[src/sv/tcse_pkg.sv]
`timescale 1ns / 1ps
// ============================================================================
// tcse_pkg
// Shared types and constants of the TCP connection state engine: request and
// result layouts, slot entry and adder layouts, flag codes, states and the flag decoder.
// ============================================================================
package tcse_pkg;

    // TCP flag bytes handled by the engine
    localparam logic [7:0] FLAG_FIN         = 8'h01;
    localparam logic [7:0] FLAG_SYN         = 8'h02;
    localparam logic [7:0] FLAG_RST         = 8'h04;
    localparam logic [7:0] FLAG_ACK         = 8'h10;
    localparam logic [7:0] FLAG_FIN_ACK     = 8'h11;
    localparam logic [7:0] FLAG_SYN_ACK     = 8'h12;
    localparam logic [7:0] FLAG_RST_ACK     = 8'h14;
    localparam logic [7:0] FLAG_PSH_ACK     = 8'h18;
    localparam logic [7:0] FLAG_CWR_PSH_ACK = 8'h98;
    localparam logic [7:0] FLAG_NONE        = 8'h00;

    // Shortest segment that carries a full TCP header
    localparam logic [15:0] MIN_SEG_LEN = 16'd20;

    // Request codes
    localparam logic OP_SEGMENT    = 1'b0;
    localparam logic OP_HOST_WRITE = 1'b1;

    // Connection state of a slot
    typedef enum logic [2:0] {
        ST_CLOSED    = 3'd0,
        ST_SYN_SENT  = 3'd1,
        ST_SYN_RCVD  = 3'd2,
        ST_ESTAB     = 3'd3,
        ST_FIN_WAIT1 = 3'd4,
        ST_FIN_WAIT2 = 3'd5
    } conn_state_t;

    // Segment class after flag decode
    typedef enum logic [2:0] {
        CLS_SYN,
        CLS_SYN_ACK,
        CLS_ACK,
        CLS_FIN,
        CLS_RST,
        CLS_OTHER
    } seg_class_t;

    // Sequencer steps
    typedef enum logic [2:0] {
        SEQ_IDLE,
        SEQ_PAY,
        SEQ_CMP,
        SEQ_ADD1,
        SEQ_ADD2,
        SEQ_DONE,
        SEQ_OUT
    } seq_state_t;

    // Input request
    typedef struct packed {
        logic        opcode;
        logic [7:0]  tcp_flags;
        logic [31:0] seq_num;
        logic [31:0] ack_num;
        logic [15:0] segment_len;
        logic [3:0]  header_words;
        logic        checksum_ok;
        logic        lookup_hit;
        logic [3:0]  slot_index;
        logic [31:0] initial_send_seq;
        logic        buffer_room;
        logic [2:0]  host_state;
    } tcse_req_t;

    // Result
    typedef struct packed {
        logic        reply_valid;
        logic [7:0]  reply_flags;
        logic [31:0] reply_seq;
        logic [31:0] reply_ack;
        logic        expire_valid;
        logic [31:0] expire_upto;
        logic        release_queue;
        logic        payload_accept;
        logic [15:0] payload_bytes;
        logic [2:0]  slot_state_out;
    } tcse_rsp_t;

    // One slot of the connection table
    typedef struct packed {
        conn_state_t state;
        logic [31:0] send_seq;
        logic [31:0] recv_ack;
    } slot_entry_t;

    // Operands of the shared adder
    typedef struct packed {
        logic [31:0] a;
        logic [31:0] b;
        logic        sub;
    } alu_req_t;

    // Adder result and flags
    typedef struct packed {
        logic [31:0] sum;
        logic        carry;
        logic        zero;
    } alu_rsp_t;

    // Map a flag byte onto the handled segment classes
    function automatic seg_class_t decode_class(input logic [7:0] flags);
        seg_class_t cls;
        unique case (flags) inside
            FLAG_SYN:                                   cls = CLS_SYN;
            FLAG_SYN_ACK:                               cls = CLS_SYN_ACK;
            FLAG_ACK, FLAG_PSH_ACK, FLAG_CWR_PSH_ACK:   cls = CLS_ACK;
            FLAG_FIN, FLAG_FIN_ACK:                     cls = CLS_FIN;
            FLAG_RST, FLAG_RST_ACK:                     cls = CLS_RST;
            default:                                    cls = CLS_OTHER;
        endcase
        return cls;
    endfunction

endpackage

[src/sv/tcse_ram.sv]
`timescale 1ns / 1ps
// ============================================================================
// tcse_ram
// Generic single-write, single-read RAM with a registered read port.
// ============================================================================
module tcse_ram #(
    parameter int WIDTH  = 8,
    parameter int DEPTH  = 16,
    parameter int ADDR_W = (DEPTH > 1) ? $clog2(DEPTH) : 1
) (
    input  logic              aclk,
    input  logic              wr_en,
    input  logic [ADDR_W-1:0] wr_addr,
    input  logic [WIDTH-1:0]  wr_data,
    input  logic              rd_en,
    input  logic [ADDR_W-1:0] rd_addr,
    output logic [WIDTH-1:0]  rd_data
);

    logic [WIDTH-1:0] mem_reg [DEPTH];
    logic [WIDTH-1:0] rd_data_reg;

    // Write port
    always_ff @(posedge aclk) begin
        if (wr_en) begin
            mem_reg[wr_addr] <= wr_data;
        end
    end

    // Registered read port
    always_ff @(posedge aclk) begin
        if (rd_en) begin
            rd_data_reg <= mem_reg[rd_addr];
        end
    end

    assign rd_data = rd_data_reg;

endmodule

[src/sv/tcse_alu.sv]
`timescale 1ns / 1ps
// ============================================================================
// tcse_alu
// Shared 32-bit add/subtract unit with carry and zero flags, used by the
// sequencer for payload length, sequence compares and sequence increments.
// ============================================================================
module tcse_alu (
    input  tcse_pkg::alu_req_t req,
    output tcse_pkg::alu_rsp_t rsp
);

    logic [31:0] b_op;
    logic [32:0] total;

    // Subtract as a plus inverted b plus one
    always_comb begin
        b_op  = req.sub ? ~req.b : req.b;
        total = {1'b0, req.a} + {1'b0, b_op} + {32'd0, req.sub};
    end

    assign rsp.sum   = total[31:0];
    assign rsp.carry = total[32];
    assign rsp.zero  = (total[31:0] == 32'd0);

endmodule

[src/sv/tcp_connection_state_engine.sv]
`timescale 1ns / 1ps
// ============================================================================
// tcp_connection_state_engine
// Per-segment TCP connection state update over a table of connection slots.
// ============================================================================
// Usage:
//   s_valid/s_ready/s_data take one request: a received, already checked and
//   looked-up segment header, or a host write of a slot's state and send
//   sequence. m_valid/m_ready/m_data return exactly one result per request:
//   reply segment fields, send queue expire, queue release, payload accept
//   and the slot's new state.
//   One request is worked on at a time. After acceptance the slot entry is
//   read from the table RAM, then one shared adder runs four steps (payload
//   length, sequence compare, two increments), and the entry is written
//   back. The result is held in the output register; s_ready returns the
//   cycle after the result is taken.
//   A stalled receiver holds the result in the output register and the block
//   takes no further request until it is taken.
//   Reset clears the sequencer and the per-slot valid bits, so every slot
//   reads as closed with zero sequence numbers; no clearing pass is needed.
// ============================================================================
module tcp_connection_state_engine #(
    parameter int NUM_SLOTS = 16
) (
    input  logic                aclk,
    input  logic                aresetn,
    input  logic                s_valid,
    output logic                s_ready,
    input  tcse_pkg::tcse_req_t s_data,
    output logic                m_valid,
    input  logic                m_ready,
    output tcse_pkg::tcse_rsp_t m_data
);

    localparam int ADDR_W  = (NUM_SLOTS > 1) ? $clog2(NUM_SLOTS) : 1;
    localparam int ENTRY_W = $bits(tcse_pkg::slot_entry_t);

    tcse_pkg::seq_state_t  state_reg, state_next;
    tcse_pkg::tcse_req_t   req_reg;
    tcse_pkg::slot_entry_t ent_reg;
    tcse_pkg::slot_entry_t ent_next;
    tcse_pkg::tcse_rsp_t   rsp_reg, rsp_next;
    tcse_pkg::seg_class_t  cls_reg;
    tcse_pkg::alu_req_t    alu_req;
    tcse_pkg::alu_rsp_t    alu_rsp;
    logic [15:0]           pay_reg;
    logic                  match_reg;
    logic [31:0]           sum1_reg;
    logic [31:0]           sum2_reg;
    logic                  hit_reg;
    logic                  range_reg;
    logic [NUM_SLOTS-1:0]  slot_vld_reg;
    logic                  accept;
    logic                  good_seg;
    logic                  ram_wr;
    logic [ADDR_W+3:0]     s_addr_ext;
    logic [ADDR_W+3:0]     r_addr_ext;
    logic [ADDR_W-1:0]     rd_addr;
    logic [ADDR_W-1:0]     addr;
    logic [ENTRY_W-1:0]    rd_data;
    logic                  in_range;

    assign accept     = s_valid && s_ready;
    assign s_ready    = (state_reg == tcse_pkg::SEQ_IDLE);
    assign m_valid    = (state_reg == tcse_pkg::SEQ_OUT);
    assign m_data     = rsp_reg;
    assign s_addr_ext = {{ADDR_W{1'b0}}, s_data.slot_index};
    assign r_addr_ext = {{ADDR_W{1'b0}}, req_reg.slot_index};
    assign rd_addr    = s_addr_ext[ADDR_W-1:0];
    assign addr       = r_addr_ext[ADDR_W-1:0];
    assign in_range   = ({28'd0, s_data.slot_index} < 32'(NUM_SLOTS));
    assign good_seg   = (req_reg.segment_len >= tcse_pkg::MIN_SEG_LEN)
                        && req_reg.checksum_ok;

    // Slot table
    tcse_ram #(
        .WIDTH (ENTRY_W),
        .DEPTH (NUM_SLOTS)
    ) u_slot_ram (
        .aclk    (aclk),
        .wr_en   (ram_wr),
        .wr_addr (addr),
        .wr_data (ent_next),
        .rd_en   (accept),
        .rd_addr (rd_addr),
        .rd_data (rd_data)
    );

    // Shared adder
    tcse_alu u_alu (
        .req (alu_req),
        .rsp (alu_rsp)
    );

    // Sequencer state register
    always_ff @(posedge aclk) begin
        if (!aresetn) begin
            state_reg <= tcse_pkg::SEQ_IDLE;
        end else begin
            state_reg <= state_next;
        end
    end

    // Advance through the steps of one request
    always_comb begin
        state_next = state_reg;
        unique case (state_reg)
            tcse_pkg::SEQ_IDLE: if (accept) state_next = tcse_pkg::SEQ_PAY;
            tcse_pkg::SEQ_PAY:  state_next = tcse_pkg::SEQ_CMP;
            tcse_pkg::SEQ_CMP:  state_next = tcse_pkg::SEQ_ADD1;
            tcse_pkg::SEQ_ADD1: state_next = tcse_pkg::SEQ_ADD2;
            tcse_pkg::SEQ_ADD2: state_next = tcse_pkg::SEQ_DONE;
            tcse_pkg::SEQ_DONE: state_next = tcse_pkg::SEQ_OUT;
            tcse_pkg::SEQ_OUT:  if (m_ready) state_next = tcse_pkg::SEQ_IDLE;
            default:            state_next = tcse_pkg::SEQ_IDLE;
        endcase
    end

    // Select adder operands for the current step
    always_comb begin
        alu_req.a   = req_reg.seq_num;
        alu_req.b   = 32'd1;
        alu_req.sub = 1'b0;
        case (state_reg)
            tcse_pkg::SEQ_PAY: begin
                alu_req.a   = {16'd0, req_reg.segment_len};
                alu_req.b   = {26'd0, req_reg.header_words, 2'b00};
                alu_req.sub = 1'b1;
            end
            tcse_pkg::SEQ_CMP: begin
                alu_req.sub = 1'b1;
                if (cls_reg == tcse_pkg::CLS_ACK) begin
                    alu_req.a = req_reg.seq_num;
                    alu_req.b = ent_reg.recv_ack;
                end else begin
                    alu_req.a = req_reg.ack_num;
                    alu_req.b = ent_reg.send_seq;
                end
            end
            tcse_pkg::SEQ_ADD1: begin
                if (!hit_reg) begin
                    alu_req.a = req_reg.ack_num;
                end else if (cls_reg == tcse_pkg::CLS_ACK) begin
                    alu_req.a = ent_reg.recv_ack;
                    alu_req.b = {16'd0, pay_reg};
                end else if (cls_reg == tcse_pkg::CLS_FIN) begin
                    alu_req.a = ent_reg.recv_ack;
                end else begin
                    alu_req.a = req_reg.seq_num;
                end
            end
            tcse_pkg::SEQ_ADD2: begin
                if (!hit_reg) begin
                    alu_req.a = req_reg.seq_num;
                end else if (cls_reg == tcse_pkg::CLS_FIN) begin
                    alu_req.a = ent_reg.send_seq;
                end else begin
                    alu_req.a = req_reg.initial_send_seq;
                end
            end
            default: begin
                alu_req.sub = 1'b0;
            end
        endcase
    end

    // Hold the request and the step results
    always_ff @(posedge aclk) begin
        case (state_reg)
            tcse_pkg::SEQ_IDLE: begin
                if (accept) begin
                    req_reg   <= s_data;
                    cls_reg   <= tcse_pkg::decode_class(s_data.tcp_flags);
                    range_reg <= in_range;
                    hit_reg   <= s_data.lookup_hit && in_range;
                end
            end
            tcse_pkg::SEQ_PAY: begin
                pay_reg <= alu_rsp.carry ? alu_rsp.sum[15:0] : 16'd0;
                ent_reg <= slot_vld_reg[addr] ? tcse_pkg::slot_entry_t'(rd_data)
                                              : '0;
            end
            tcse_pkg::SEQ_CMP:  match_reg <= alu_rsp.zero;
            tcse_pkg::SEQ_ADD1: sum1_reg  <= alu_rsp.sum;
            tcse_pkg::SEQ_ADD2: sum2_reg  <= alu_rsp.sum;
            tcse_pkg::SEQ_DONE: rsp_reg   <= rsp_next;
            default: begin
            end
        endcase
    end

    // Slot valid bits: an unwritten slot reads as closed with zero sequences
    always_ff @(posedge aclk) begin
        if (!aresetn) begin
            slot_vld_reg <= '0;
        end else if (ram_wr) begin
            slot_vld_reg[addr] <= 1'b1;
        end
    end

    // Form the result and the updated slot entry
    always_comb begin
        rsp_next = '0;
        ent_next = ent_reg;
        ram_wr   = 1'b0;
        if (state_reg == tcse_pkg::SEQ_DONE) begin
            if (req_reg.opcode == tcse_pkg::OP_HOST_WRITE) begin
                if (range_reg) begin
                    ent_next.state    = (req_reg.host_state > 3'(tcse_pkg::ST_FIN_WAIT2))
                                        ? tcse_pkg::ST_CLOSED
                                        : tcse_pkg::conn_state_t'(req_reg.host_state);
                    ent_next.send_seq = req_reg.seq_num;
                    ram_wr            = 1'b1;
                    rsp_next.slot_state_out = ent_next.state;
                end
            end else if (good_seg) begin
                rsp_next.payload_bytes = pay_reg;
                case (cls_reg)
                    tcse_pkg::CLS_SYN: begin
                        rsp_next.reply_valid = 1'b1;
                        if (!hit_reg) begin
                            rsp_next.reply_flags = tcse_pkg::FLAG_RST_ACK;
                            rsp_next.reply_seq   = sum1_reg;
                            rsp_next.reply_ack   = sum2_reg;
                        end else begin
                            ent_next.state       = tcse_pkg::ST_SYN_RCVD;
                            ent_next.recv_ack    = sum1_reg;
                            ent_next.send_seq    = sum2_reg;
                            rsp_next.reply_flags = tcse_pkg::FLAG_SYN_ACK;
                            rsp_next.reply_seq   = req_reg.initial_send_seq;
                            rsp_next.reply_ack   = sum1_reg;
                            ram_wr               = 1'b1;
                        end
                    end
                    tcse_pkg::CLS_SYN_ACK: begin
                        if (!hit_reg) begin
                            rsp_next.reply_valid = 1'b1;
                            rsp_next.reply_flags = tcse_pkg::FLAG_RST_ACK;
                            rsp_next.reply_seq   = sum1_reg;
                            rsp_next.reply_ack   = sum2_reg;
                        end else if (match_reg) begin
                            if (ent_reg.state == tcse_pkg::ST_SYN_SENT) begin
                                ent_next.state = tcse_pkg::ST_ESTAB;
                            end
                            ent_next.recv_ack    = sum1_reg;
                            rsp_next.reply_valid = 1'b1;
                            rsp_next.reply_flags = tcse_pkg::FLAG_ACK;
                            rsp_next.reply_seq   = ent_reg.send_seq;
                            rsp_next.reply_ack   = sum1_reg;
                            ram_wr               = 1'b1;
                        end
                    end
                    tcse_pkg::CLS_ACK: begin
                        if (!hit_reg) begin
                            rsp_next.reply_valid = 1'b1;
                            rsp_next.reply_flags = tcse_pkg::FLAG_RST_ACK;
                            rsp_next.reply_seq   = req_reg.ack_num;
                            rsp_next.reply_ack   = req_reg.seq_num;
                        end else begin
                            rsp_next.expire_valid = 1'b1;
                            rsp_next.expire_upto  = req_reg.ack_num;
                            if (!match_reg) begin
                                rsp_next.reply_valid = 1'b1;
                                rsp_next.reply_flags = tcse_pkg::FLAG_ACK;
                                rsp_next.reply_seq   = ent_reg.send_seq;
                                rsp_next.reply_ack   = ent_reg.recv_ack;
                            end else if (ent_reg.state == tcse_pkg::ST_SYN_RCVD) begin
                                ent_next.state = tcse_pkg::ST_ESTAB;
                                ram_wr         = 1'b1;
                            end else if (ent_reg.state == tcse_pkg::ST_FIN_WAIT2) begin
                                rsp_next.release_queue = 1'b1;
                                ent_next.state         = tcse_pkg::ST_CLOSED;
                                ram_wr                 = 1'b1;
                            end else if (ent_reg.state == tcse_pkg::ST_ESTAB
                                         && pay_reg != 16'd0 && req_reg.buffer_room) begin
                                rsp_next.payload_accept = 1'b1;
                                ent_next.recv_ack       = sum1_reg;
                                rsp_next.reply_valid    = 1'b1;
                                rsp_next.reply_flags    = tcse_pkg::FLAG_ACK;
                                rsp_next.reply_seq      = ent_reg.send_seq;
                                rsp_next.reply_ack      = sum1_reg;
                                ram_wr                  = 1'b1;
                            end
                        end
                    end
                    tcse_pkg::CLS_FIN: begin
                        if (!hit_reg) begin
                            rsp_next.reply_valid = 1'b1;
                            rsp_next.reply_flags = tcse_pkg::FLAG_RST_ACK;
                            rsp_next.reply_seq   = sum1_reg;
                            rsp_next.reply_ack   = sum2_reg;
                        end else begin
                            rsp_next.expire_valid = 1'b1;
                            rsp_next.expire_upto  = req_reg.ack_num;
                            if (match_reg) begin
                                ent_next.recv_ack = sum1_reg;
                                ram_wr            = 1'b1;
                                if (ent_reg.state == tcse_pkg::ST_SYN_RCVD
                                    || ent_reg.state == tcse_pkg::ST_ESTAB) begin
                                    rsp_next.reply_valid = 1'b1;
                                    rsp_next.reply_flags = tcse_pkg::FLAG_FIN_ACK;
                                    rsp_next.reply_seq   = ent_reg.send_seq;
                                    rsp_next.reply_ack   = sum1_reg;
                                    ent_next.send_seq    = sum2_reg;
                                    ent_next.state       = tcse_pkg::ST_FIN_WAIT2;
                                end else if (ent_reg.state == tcse_pkg::ST_FIN_WAIT1) begin
                                    rsp_next.reply_valid   = 1'b1;
                                    rsp_next.reply_flags   = tcse_pkg::FLAG_ACK;
                                    rsp_next.reply_seq     = ent_reg.send_seq;
                                    rsp_next.reply_ack     = sum1_reg;
                                    rsp_next.release_queue = 1'b1;
                                    ent_next.state         = tcse_pkg::ST_CLOSED;
                                end
                            end
                        end
                    end
                    tcse_pkg::CLS_RST: begin
                        if (hit_reg) begin
                            ent_next.state         = tcse_pkg::ST_CLOSED;
                            rsp_next.release_queue = 1'b1;
                            ram_wr                 = 1'b1;
                        end
                    end
                    default: begin
                    end
                endcase
                if (hit_reg) begin
                    rsp_next.slot_state_out = ent_next.state;
                end
            end
        end
    end

`ifndef SYNTHESIS
    // Request side and result side are never open together
    a_one_request: assert property (@(posedge aclk) disable iff (!aresetn)
        !(s_ready && m_valid))
        else $error("request accepted while a result is pending");

    // The slot table is written only when the result is formed
    a_write_step: assert property (@(posedge aclk) disable iff (!aresetn)
        ram_wr |-> (state_reg == tcse_pkg::SEQ_DONE))
        else $error("slot table written outside the write-back step");

    // An accepted request starts with the payload step, which latches the slot entry
    a_accept_step: assert property (@(posedge aclk) disable iff (!aresetn)
        accept |=> (state_reg == tcse_pkg::SEQ_PAY))
        else $error("accepted request did not start the sequence");

    // A reply carries flags exactly when it is flagged valid
    a_reply_flags: assert property (@(posedge aclk) disable iff (!aresetn)
        m_valid |-> (m_data.reply_valid == (m_data.reply_flags != tcse_pkg::FLAG_NONE)))
        else $error("reply flags disagree with reply valid");
`endif

endmodule

[config.mk]
export PLATFORM = sky130hd
export DESIGN_NAME = tcp_connection_state_engine
export DESIGN_NICKNAME = d
export VERILOG_FILES = /design/src/sv/tcse_pkg.sv /design/src/sv/tcse_ram.sv /design/src/sv/tcse_alu.sv /design/src/sv/tcp_connection_state_engine.sv
export SDC_FILE = /design/constraint.sdc
export NUM_CORES = 2
export LEC_CHECK = 0
export ABC_AREA = 1
export BUFFER_PORTS_ARGS = -buffer_cell sky130_fd_sc_hd__buf_2
export CAP_MARGIN = 20
export CORE_ASPECT_RATIO = 2
export CORE_MARGIN = 5
export CORE_UTILIZATION = 62
export DETAILED_ROUTE_END_ITERATION = 8
export PLACE_DENSITY = 0.8
export SLEW_MARGIN = 20
export SYNTH_ARGS = -nofsm -noshare
export SYNTH_HDL_FRONTEND = slang
export SYNTH_SLANG_ARGS = --single-unit
[constraint.sdc]
create_clock -name aclk -period 17.2 [get_ports aclk]
set_input_delay 4.3 -clock aclk [delete_from_list [all_inputs] [get_ports aclk]]
set_output_delay 4.3 -clock aclk [all_outputs]
set_load 0.02 [all_outputs]
== Word level (Yosys, flattened, before mapping) ==
Memories as Yosys holds them, arrays and structs flattened. A register that Yosys moved wholly into a read port is not among the register bits.
Cells that the tools add are included.
Storage, ports and cells
  RAM bits: 1072
  memories: 1
  register bits after elaboration: 424
  logic and storage cells: 180
Cells by class
  equal/unequal tests: 26
  $lt $le $gt $ge: 4
  multiplexer cells: 90
  bitwise logic cells: 6
  reductions and logical operators: 20
  add/subtract/negate cells: 2
Memory list
  u_slot_ram.mem_reg: words 16, bits a word 67, read ports 1, clocked after memory_dff 1, write ports 1, line tcse_ram.sv:20  | logic [WIDTH-1:0] mem_reg [DEPTH];
Operators with widths (count)
  73-bit 2-to-1 mux: 11
  32-bit 2-to-1 mux: 15
  67-bit 2-to-1 mux: 6
  73-bit one-hot mux with 4 select lines: 1
  32-bit one-hot mux with 4 select lines: 2
  32-bit one-hot mux with 3 select lines: 1
  35-bit 2-to-1 mux: 2
  33-bit one-hot mux with 2 select lines: 1
  64-bit 2-to-1 mux: 1
  32-bit one-hot mux with 2 select lines: 1
  3-bit 2-to-1 mux: 16
  8-bit by 5-bit equality test with 1-bit output (second input constant): 5
  34-bit 2-to-1 mux: 1
  32-bit by 32-bit adder with 33-bit output: 1
  33-bit by 1-bit adder with 33-bit output: 1
  32-bit logical NOT: 1
  16-bit 2-to-1 mux: 2
  32-bit inverter: 1
  3-bit one-hot mux with 5 select lines: 2
  1-bit 2-to-1 mux: 21
  3-bit one-hot mux with 7 select lines: 1
  3-bit by 2-bit equality test with 1-bit output (second input constant): 6
  3-bit equality test (second input constant): 6
  16-bit by 5-bit >= comparator with 1-bit output (second input constant): 1
  23 further kinds: 42

== Logic depth before layout (Yosys ltp) ==
  depth in word-level cells: 14
  mapped depth: 29
  mapped depth without buffers: 27

== Cells and area by module ==
A second synthesis with hierarchy kept.
Second synthesis, totals
  cell total of the unflattened synthesis: 7759
  area total of the unflattened synthesis: 74057.3 µm²
Modules (own cells, without submodules)
  tcse_ram: instances 1, sequential area each 34202.8 µm², cells an instance 4409, area an instance 47758.3 µm²
  tcp_connection_state_engine: instances 1, sequential area each 12391.9 µm², cells an instance 2736, area an instance 23203.5 µm²
  tcse_alu: instances 1, sequential area each 0.0 µm², cells an instance 614, area an instance 3095.5 µm²

== Worst setup path before layout ==
Ideal clock, no wire load.
  path type: input to register
  start point: input s_valid
  end point: register req_reg (netlist bit addr[0]), enable pin
  slack: 4011 ps
  arrival time: 12432 ps
  stages: 2
  data required time: 16443 ps
  buffers on the path: 0
  cells stage by stage: inv_1 -> nor2_1
Between the ends
  cells in the longest elaborated chain, start to end: 2
Ends and longest elaborated chain
  start, declared: line tcp_connection_state_engine.sv:27  | input logic s_valid,
  1-bit logical AND: line tcp_connection_state_engine.sv:63  | assign accept = s_valid && s_ready;
  named net accept: line tcp_connection_state_engine.sv:53  | logic accept;
  2-bit AND reduction (no source line)
  end signal, assigned: line tcp_connection_state_engine.sv:172  | req_reg <= s_data;
  end, declared: line tcp_connection_state_engine.sv:39  | tcse_pkg::tcse_req_t req_reg;
The timed path passes the listed nets, and every way through them passes these cells.
A chain may end at the register's enable or synchronous reset.

==> metrics.txt <==
outcome finished with violations; failing checks design-rule violations; Synth area leader edfxtp_1; part of the cycle the worst path needs 39.9%; Pint 6.24 mW; gpl congestion 1.11; Hold Vio Cnt, Final 0; post-CTS setup buffer count 0; GRT Util Overall 36.0%; Final Non-Filler Cells 7649; Async SR Flop Fraction 0%; Largest register FFs 1072; most frequent cells in the layout 1539 x edfxtp_1, 714 x o21ai_0, 624 x inv_1; Hold EP slot_vld_reg[11]$_SDFFE_PN0P_; Die Span X 246 um; Inserted Clock Buffers 120; CP Data Arrival Time 7.36 ns; most frequent cell on the critical path o21ai_0; Worst setup EP type flip-flop; power share of the sequential group 51.6%; critical path required time 17.70 ns; WS Path Type input pin to flip-flop; main combinational cell family by area after synthesis compound AO/OA/AOI/OAI gates; P_leak 28.0 nW; height of the die 483 um; Pins Over Slew Limit 0; Sw Share 26.9%; R2R cell count 24; drt pass-1 iters 9; adder-cell share of the synthesized area 0.588%; Mean Syn Cell Area 11.7 um^2; initial core utilization 62.4%; hold crit path type flip-flop to flip-flop; # clock sinks 1558; synthesized instance count 5910; port bufs 263; insertion delay to the later sink of the worst-skew pair 0.79 ns; Antenna Nets Post-Route 0; I/O pins 268; Slew headroom 25.1%; Tmin final 6.85 ns; overall power 8.53 mW; CTS max path bufs 3; CTS clock-pin slew for the worst setup and hold paths 0.07 ns; first-pass GRT wire length 314 mm; clk_skew 0.0605 ns; CP max FO 173; Compound-Gate Fraction of Synth Area 14.8%; share of layout cells above drive strength 1 11.1%; Clk network pwr share 34.5%; Psw 2.29 mW; initial antenna violation count 11; DRC Markers 1; register area share after synthesis 67.2%; post-DP HPWL 130 mm; Remaining Overflow, GRT 0; Slew @ Worst Pin 1.12 ns; startpoint of the worst hold path slot_vld_reg[11]$_SDFFE_PN0P_; total of max-cap violations 0; Post-Synth Simple-Gate Area 7.66%; Final nets 6219; commonest non-fill, non-tap cell in the layout edfxtp_1; vias in the first global route 48800; Achievable Freq 146 MHz; initial DRC count 6946; Die ar. 119000 um^2; largest net degree at the start of global routing 204; Post-CTS Resized 0; via count 50800; ranking of synthesized cells by area edfxtp_1 67%, o21ai_0 5.2%, mux2i_1 3.9%; Site Rows 173; Synth Register Bits 1558; Slowest-stage cell, CP buf_4; core area 111000 um^2; Power Dens Cells 111 nW/um^2; Worst R2R End match_reg$_DFFE_PP_; H-tree levels 3; mux cell area share after synthesis 3.87%; cts hold-fix bufs 0; Setup TNS 0 ns; Top FF cell, synth edfxtp_1; crit path launch s_data[36]; share of the synthesized area in the top cell type 66.6%; Syn Std Cell Area 69300 um^2; Root Driver clkbuf_16; area delta synth->final 10.5%; Gate power share 13.9%; WL/cell 28.6 um; Critical Path Max Stage Delay 0.75 ns; yosys warns 0; pre-CTS setup slack 9.76 ns; post-synthesis xor/xnor area fraction 0.175%; crit path launch type input pin; r2r setup slk 10.47 ns; hold depth 2; TritonCTS clock tree done; Unique masters post-synth 59; R2R Path Start cls_reg[2]$_DFFE_PP_; RSZ-0062 raised after global routing false; Final setup viols 0; via density per instance 6.64; Post-synth EDFFs 1539; CP cell instances buf_8 -> buf_4 -> buf_12 -> a21oi_1 -> o21ai_0 -> o21ai_0 -> o211ai_1 -> nand2_1; VDD IR-drop max 98.6 uV; worst setup margin 10.35 ns; Placed Instances 7413; WL final 218 mm; Final Hold Slack 0.464 ns
[cell usage after synthesis (5+ instances only)]
| cell | n |
|---|---|
| a41oi_1 | 11 |
| buf_2 | 21 |
| clkinv_1 | 6 |
| nand4_1 | 20 |
| o221ai_1 | 32 |
| nor4_1 | 9 |
| nand3_1 | 193 |
| dfxtp_1 | 19 |
| buf_1 | 50 |
| a31oi_1 | 18 |
| nand3b_1 | 29 |
| a2111o_1 | 9 |
| o21a_1 | 13 |
| o211ai_1 | 298 |
| edfxtp_1 | 1539 |
| inv_2 | 12 |
| a221oi_1 | 18 |
| a211o_1 | 16 |
| a211oi_1 | 25 |
| o21ai_0 | 719 |
| o31ai_1 | 8 |
| nand2_1 | 451 |
| o22ai_1 | 78 |
| nand2_2 | 9 |
| or2_2 | 9 |
| xor2_1 | 8 |
| nor2_2 | 5 |
| buf_4 | 5 |
| a22oi_1 | 18 |
| inv_1 | 642 |
| ha_1 | 31 |
| nor3_1 | 35 |
| clkbuf_1 | 301 |
| nor2_1 | 461 |
| nand3_2 | 7 |
| a21oi_1 | 472 |
| mux2i_1 | 268 |
[per-layer routing]
layer | wire length [um] | GRT usage (%)
met3 | 24300 | 7.89
met1 | 71600 | 43.0
met2 | 104000 | 58.2
met4 | 18700 | 25.1
met5 | 8 | 0
[worst max path at each step]
stage                                            end  slack, ns  cells after the start
floorplan                          addr[0]$_DFFE_PP_       4.01                      2
CTS                 u_slot_ram.rd_data[21]$_DFFE_PP_      10.55                      8
finish              u_slot_ram.rd_data[21]$_DFFE_PP_      10.35                      8
global placement    u_slot_ram.rd_data[21]$_DFFE_PP_       9.83                      8
detailed placement  u_slot_ram.rd_data[56]$_DFFE_PP_       9.76                      7
global route        u_slot_ram.rd_data[21]$_DFFE_PP_      10.21                      8
[through the flow]
| stage | utilization, % | instance area, um^2 |
|---|---|---|
| after global placement | 65.1 | 72300 |
| final | 69.0 | 76600 |
| after CTS | 68.9 | 76500 |
| after detailed placement | 65.1 | 72300 |
| after global routing | 69.0 | 76600 |
| after floorplan | - | 69400 |
[logic make-up after synthesis]
family                   count (synthesis)
other                                    1
flip-flops                            1558
AO/OA/AOI/OAI                         1762
XOR/XNOR                                13
multiplexers                           268
buffers and inverters                 1037
adder cells (fa/ha/maj)                 32
AND/OR/NAND/NOR                       1239
[layout make-up]
class | instances | area (um^2)
well taps | 1487 | 1860
repair buffers | 390 | 2380
clock buffers | 149 | 3280
diodes | 8 | 20.0
multi-input cells | 3318 | 19000
fillers | 7625 | 34500
flip-flops and latches | 1558 | 46600
inverters | 660 | 2530
clock inverters | 79 | 880
[power by group through the flow]
stage | Clock (mW) | Sequential, mW | Combinational, mW
floorplan | 0 | 4.47 | 0.689
global placement | 0 | 4.48 | 1.11
detailed placement | 0 | 4.48 | 1.13
CTS | 2.96 | 4.40 | 1.13
global route | 3.10 | 4.40 | 1.24
finish | 2.94 | 4.40 | 1.19
[critical path: cells and delay by family]
family | cells | cell delay, ns
AO/OA/AOI/OAI | 4 | 0.64
buffers and inverters | 3 | 1.93
AND/OR/NAND/NOR | 1 | 0.07
(Power assumes the default switching activity.)
